$ cat src/bb3_pkg.sv
`default_nettype none
// ----------------------------------------------------------------------------
// bb3_pkg
// shared constants, codes and controller/datapath handshake types for the
// 3x3 edge-clipped box blur
// ----------------------------------------------------------------------------
package bb3_pkg;

	localparam int DEF_MAX_WIDTH  = 1024;
	localparam int DEF_MAX_HEIGHT = 1024;

	localparam int PIX_W    = 8;
	localparam int RGB_W    = 3 * PIX_W;
	localparam int NUM_CH   = 3;
	localparam int CFG_DW   = 11;
	localparam int CFG_IW   = 1;
	localparam int SUM_W    = 12;
	localparam int CNT_W    = 4;
	localparam int MEAN_DDW = 13;
	localparam int MEAN_DVW = 5;

	localparam logic [CFG_DW-1:0] RESET_WIDTH  = CFG_DW'(640);
	localparam logic [CFG_DW-1:0] RESET_HEIGHT = CFG_DW'(480);

	localparam logic [CFG_IW-1:0] REG_IMAGE_WIDTH  = 1'b0;
	localparam logic [CFG_IW-1:0] REG_IMAGE_HEIGHT = 1'b1;

	localparam logic REQ_PIXEL = 1'b0;
	localparam logic REQ_FLUSH = 1'b1;

	typedef enum logic {
		DIV_POS  = 1'b0,
		DIV_MEAN = 1'b1
	} div_sel_t;

	typedef struct packed {
		logic     accept;
		logic     pre;
		logic     win;
		logic     chk;
		logic     div_start;
		div_sel_t div_sel;
		logic     pos_done;
		logic     sum;
		logic     mean_done;
		logic     load_out;
	} bb3_cmd_t;

	typedef struct packed {
		logic skip;
		logic emit;
		logic over;
		logic div_done;
		logic ch_last;
		logic out_free;
	} bb3_sts_t;

endpackage
`default_nettype wire

$ cat src/bb3_ctrl.sv
`default_nettype none
// ----------------------------------------------------------------------------
// bb3_ctrl
// controller: sequences one request at a time through the datapath
// ----------------------------------------------------------------------------
module bb3_ctrl (
	input  wire logic                clk,
	input  wire logic                arst_n,
	input  wire logic                in_valid,
	output logic                     in_stall,
	input  wire bb3_pkg::bb3_sts_t   sts,
	output bb3_pkg::bb3_cmd_t        cmd
);
	import bb3_pkg::*;

	typedef enum logic [10:0] {
		S_IDLE  = 11'b000_0000_0001,
		S_PRE   = 11'b000_0000_0010,
		S_RD    = 11'b000_0000_0100,
		S_WIN   = 11'b000_0000_1000,
		S_CHK   = 11'b000_0001_0000,
		S_POS   = 11'b000_0010_0000,
		S_POSW  = 11'b000_0100_0000,
		S_SUM   = 11'b000_1000_0000,
		S_MEAN  = 11'b001_0000_0000,
		S_MEANW = 11'b010_0000_0000,
		S_FIN   = 11'b100_0000_0000
	} state_t;

	state_t st_q, st_d;

	assign in_stall = (st_q != S_IDLE);

	always_comb begin
		st_d = st_q;
		cmd  = '0;
		cmd.div_sel = DIV_POS;
		case (st_q)
			S_IDLE: begin
				if (in_valid) begin
					cmd.accept = 1'b1;
					st_d = S_PRE;
				end
			end
			S_PRE: begin
				cmd.pre = 1'b1;
				st_d = sts.skip ? S_IDLE : S_RD;
			end
			S_RD: st_d = S_WIN;
			S_WIN: begin
				cmd.win = 1'b1;
				st_d = sts.emit ? S_CHK : S_IDLE;
			end
			S_CHK: begin
				cmd.chk = 1'b1;
				st_d = sts.over ? S_IDLE : S_POS;
			end
			S_POS: begin
				cmd.div_start = 1'b1;
				st_d = S_POSW;
			end
			S_POSW: begin
				if (sts.div_done) begin
					cmd.pos_done = 1'b1;
					st_d = S_SUM;
				end
			end
			S_SUM: begin
				cmd.sum = 1'b1;
				st_d = S_MEAN;
			end
			S_MEAN: begin
				cmd.div_sel   = DIV_MEAN;
				cmd.div_start = 1'b1;
				st_d = S_MEANW;
			end
			S_MEANW: begin
				cmd.div_sel = DIV_MEAN;
				if (sts.div_done) begin
					cmd.mean_done = 1'b1;
					st_d = sts.ch_last ? S_FIN : S_MEAN;
				end
			end
			S_FIN: begin
				if (sts.out_free) begin
					cmd.load_out = 1'b1;
					st_d = S_IDLE;
				end
			end
			default: st_d = S_IDLE;
		endcase
	end

	always_ff @(posedge clk or negedge arst_n) begin
		if (!arst_n) begin
			st_q <= S_IDLE;
		end else begin
			st_q <= st_d;
		end
	end

endmodule
`default_nettype wire

$ cat config.mk
export PLATFORM = sky130hd
export DESIGN_NAME = bb3_ctrl
export DESIGN_NICKNAME = d
export VERILOG_FILES = /design/src/bb3_pkg.sv /design/src/bb3_ctrl.sv
export SDC_FILE = /design/constraint.sdc
export NUM_CORES = 1
export LEC_CHECK = 0
export BUFFER_PORTS_ARGS = -buffer_cell sky130_fd_sc_hd__buf_4
export CAP_MARGIN = 15
export CORE_MARGIN = 3
export CORE_UTILIZATION = 42
export CTS_CLUSTER_DIAMETER = 200
export DETAILED_ROUTE_END_ITERATION = 8
export SYNTH_ARGS = -nofsm -noshare
export SYNTH_HDL_FRONTEND = slang
export SYNTH_SLANG_ARGS = --single-unit
$ cat constraint.sdc
create_clock -name clk -period 2.2 [get_ports clk]
set_clock_uncertainty 0.1 [all_clocks]
set_input_delay 0.22 -clock clk [delete_from_list [all_inputs] [get_ports clk]]
set_output_delay 0.22 -clock clk [all_outputs]
set_load 0.05 [all_outputs]
==> metrics.cfg <==
[worst_setup_path]
slowest_delay_ns=0.58
crit_end=cmd[1]
startpoint_type=flip-flop
crit_chain=or4_4 > nor2_4 > and3_2 > and2_4 > buf_8
cp_max_fo=3
path_delay_family=simple AND/OR/NAND/NOR gates
crit_cells=5
regToRegSetupSlack_ns=0.15
crit_type=flip-flop to output port
reg2reg_to=st_q[10]
cp.arrival_ns=1.89
end_kind=output port
required_ns=1.88
critPathBufInv=1
cp_slowest_cell=or4_4
rr_worst_depth=6
crit_path_start=st_q[4]
reg2reg_from=st_q[4]

[detailed_routing]
dr_wl_met3_um=119
totalWireLength_um=2054
ant_nets=0
drtIter0Drc=13
top_layer_used=met3
vias_per_cell=5.301
wl_met2_um=918
wire_per_inst_um=13.42
wl_met1_um=1015
drc_errors=0
firstDrtPassIters=4
vias=811

[clock_network]
cts_buffers=3
clock_sinks=11
clk_latency_ns=0.27
root_buffer=clkbuf_4
htreeDepth=1
clkTransAtPathRegs_ns=0.08
cts.path.max_buffers=2
cts_tree=yes

[logic_synthesis]
avgSynthCellArea_sq_um=9.046
syn_area_sq_um=904.6
yosys_register_bits=11
syn-instance-count=100
synth_fp_nets=109
ys_types=47
synth_edf_count=0
ys_dominant_reg_cell=dfrtp_1
async_flop_share_pct=100.0
seq_area_frac_synth_pct=30.57
yosysWarnings=0

[layout]
nFillCells=185
finalNetCount=136
top_register=st_q
n_antenna_cell=0
final_cell_mix=buf_4 (25), nor2_1 (11), dfrtp_1 (10)
drive_gt1_share_pct=44.44
top_regs=st_q x11
largest_reg_flops=11
layout_commonest_cell=buf_4
synthToLayoutAreaGrowth_pct=30.98

[timing]
timing.hold.ws_ns=-0.0003004
worst_slew_pin_slew_ns=0.4070
slew_headroom_pct=72.49
min_period_ns=2.212
setup_viol=1
setup_ws_ns=-0.01233
fin_crit_sh_pct=100.6
rsz0062_at_grt=yes
finalSetupTns_ns=-0.01233
max_freq_mhz=452.0
slew_violations=0
finalHoldViolCount=1

[place]
dp_hpwl_um=1614
portBuffers=19
gp_congestion=0.8465

[global_route]
grt_max_degree=12
antenna_found_initial=0
grt_pass1_wl_um=3608
grtUsageTotal_pct=17.53
grt_overflow=0
grt_pass1_vias=787

[power]
irDropWorstVdd_v=0.0005607
p_total_uw=881.6
power_density_nw_per_um2=744.1
leakage_uw=0.0005394

[die]
start_util_pct=45.19
chipWidth_um=52.41
dieArea_sq_um=2747
io_pins=20
fp.dieH_um=52.41
rows=16
core_area_sq_um=2002

[min_path]
min_delay_path_depth=2
hp-class=input pin to flip-flop

[flow_run]
max_cap_viol_count=0

[status]
outcome=finished with violations
violations=hold timing, setup timing

-- final cells by class --
| class | instances | area (sq um) | area share, % |
|---|---|---|---|
| multi-input combinational | 76 | 574.3 | 48.47 |
| tap | 27 | 33.78 | 2.851 |
| inverter | 4 | 15.01 | 1.267 |
| sequential | 11 | 276.5 | 23.34 |
| clock inverter | 1 | 5.005 | 0.4224 |
| clock buffer | 3 | 22.52 | 1.901 |
| timing repair buffer | 31 | 257.7 | 21.75 |
-- kinds of logic after synthesis --
kind of cell           synth area share, %
XOR/XNOR                             3.873
AO/OA/AOI/OAI                        12.73
AND/OR/NAND/NOR                      40.39
flip-flops                           30.57
multiplexers                         1.107
buffers and inverters                11.34
-- cells in the mapped netlist, types with 2 or more instances --
cell type,instances,share of area (%)
nor2_1,14,5.8
dfrtp_1,10,28
and2_1,5,3.5
nand2_1,5,2.1
o21ai_0,5,2.8
inv_1,4,1.7
buf_6,3,3.7
nand4_1,3,2.1
nor3_1,3,1.7
a21oi_1,2,1.1
buf_2,2,1.1
buf_4,2,1.7
nand3_1,2,1.1
nor2b_1,2,1.4
nor3b_1,2,1.7
nor4_4,2,4.7
o21a_1,2,1.7
xnor2_1,2,1.9
xor2_1,2,1.9
-- power by group --
part	internal, uW	switching [uW]	total, uW
Sequential	231	48.3	280
Combinational	190	273	463
Clock	67.4	72.1	139
Total	488	393	882
-- worst register-to-register path: stages, from the launching register on --
cell and delay (ns):
dfrtp_1 0.39, or4_4 0.58, nor4_4 0.20, buf_4 0.17, and3_1 0.18, nor3_2 0.08
a31o_1 0.23
-- routing by layer --
metal	up-vias	track usage (%)
met2	21	25.21
met5	-	0
met3	0	5.128
li1	410	-
met1	380	26.09
met4	0	2.553
-- how the worst min path moves through the flow --
| stage | startpoint | to |
|---|---|---|
| 2_1_floorplan | arst_n | st_q[10] |
| 3_3_place_gp | arst_n | st_q[2] |
| 3_5_place_dp | arst_n | st_q[4] |
| 4_1_cts | sts[3] | st_q[5] |
| 5_1_grt | sts[3] | st_q[5] |
| 6_report | sts[3] | st_q[5] |
-- timing repair --
item	4_1_cts	5_1_grt
pin swaps	0	5
endpoints found under the hold margin	11	0
setup endpoints to repair	4	4
gates resized for setup	5	7
hold buffers	1	0
buffers inserted	1	0
-- per-stage QoR --
| stage | worst slack (ns) | area (sq um) | util [%] | cells | hold slack [ns] |
|---|---|---|---|---|---|
| final | -0.01233 | 1185 | 59.19 | 153 | -0.0003004 |
| after detailed placement | 0.2664 | 1090 | 54.44 | 147 | -0.03870 |
| after floorplan | -0.2637 | 925.9 | - | 100 | -0.1756 |
| after global placement | 0.2773 | 1090 | 54.44 | 147 | -0.03440 |
| after CTS | 0.008611 | 1155 | 57.69 | 153 | 0.003372 |
| after global routing | -0.05375 | 1185 | 59.19 | 153 | 0.008884 |
Power figures use the tool's default switching activity.
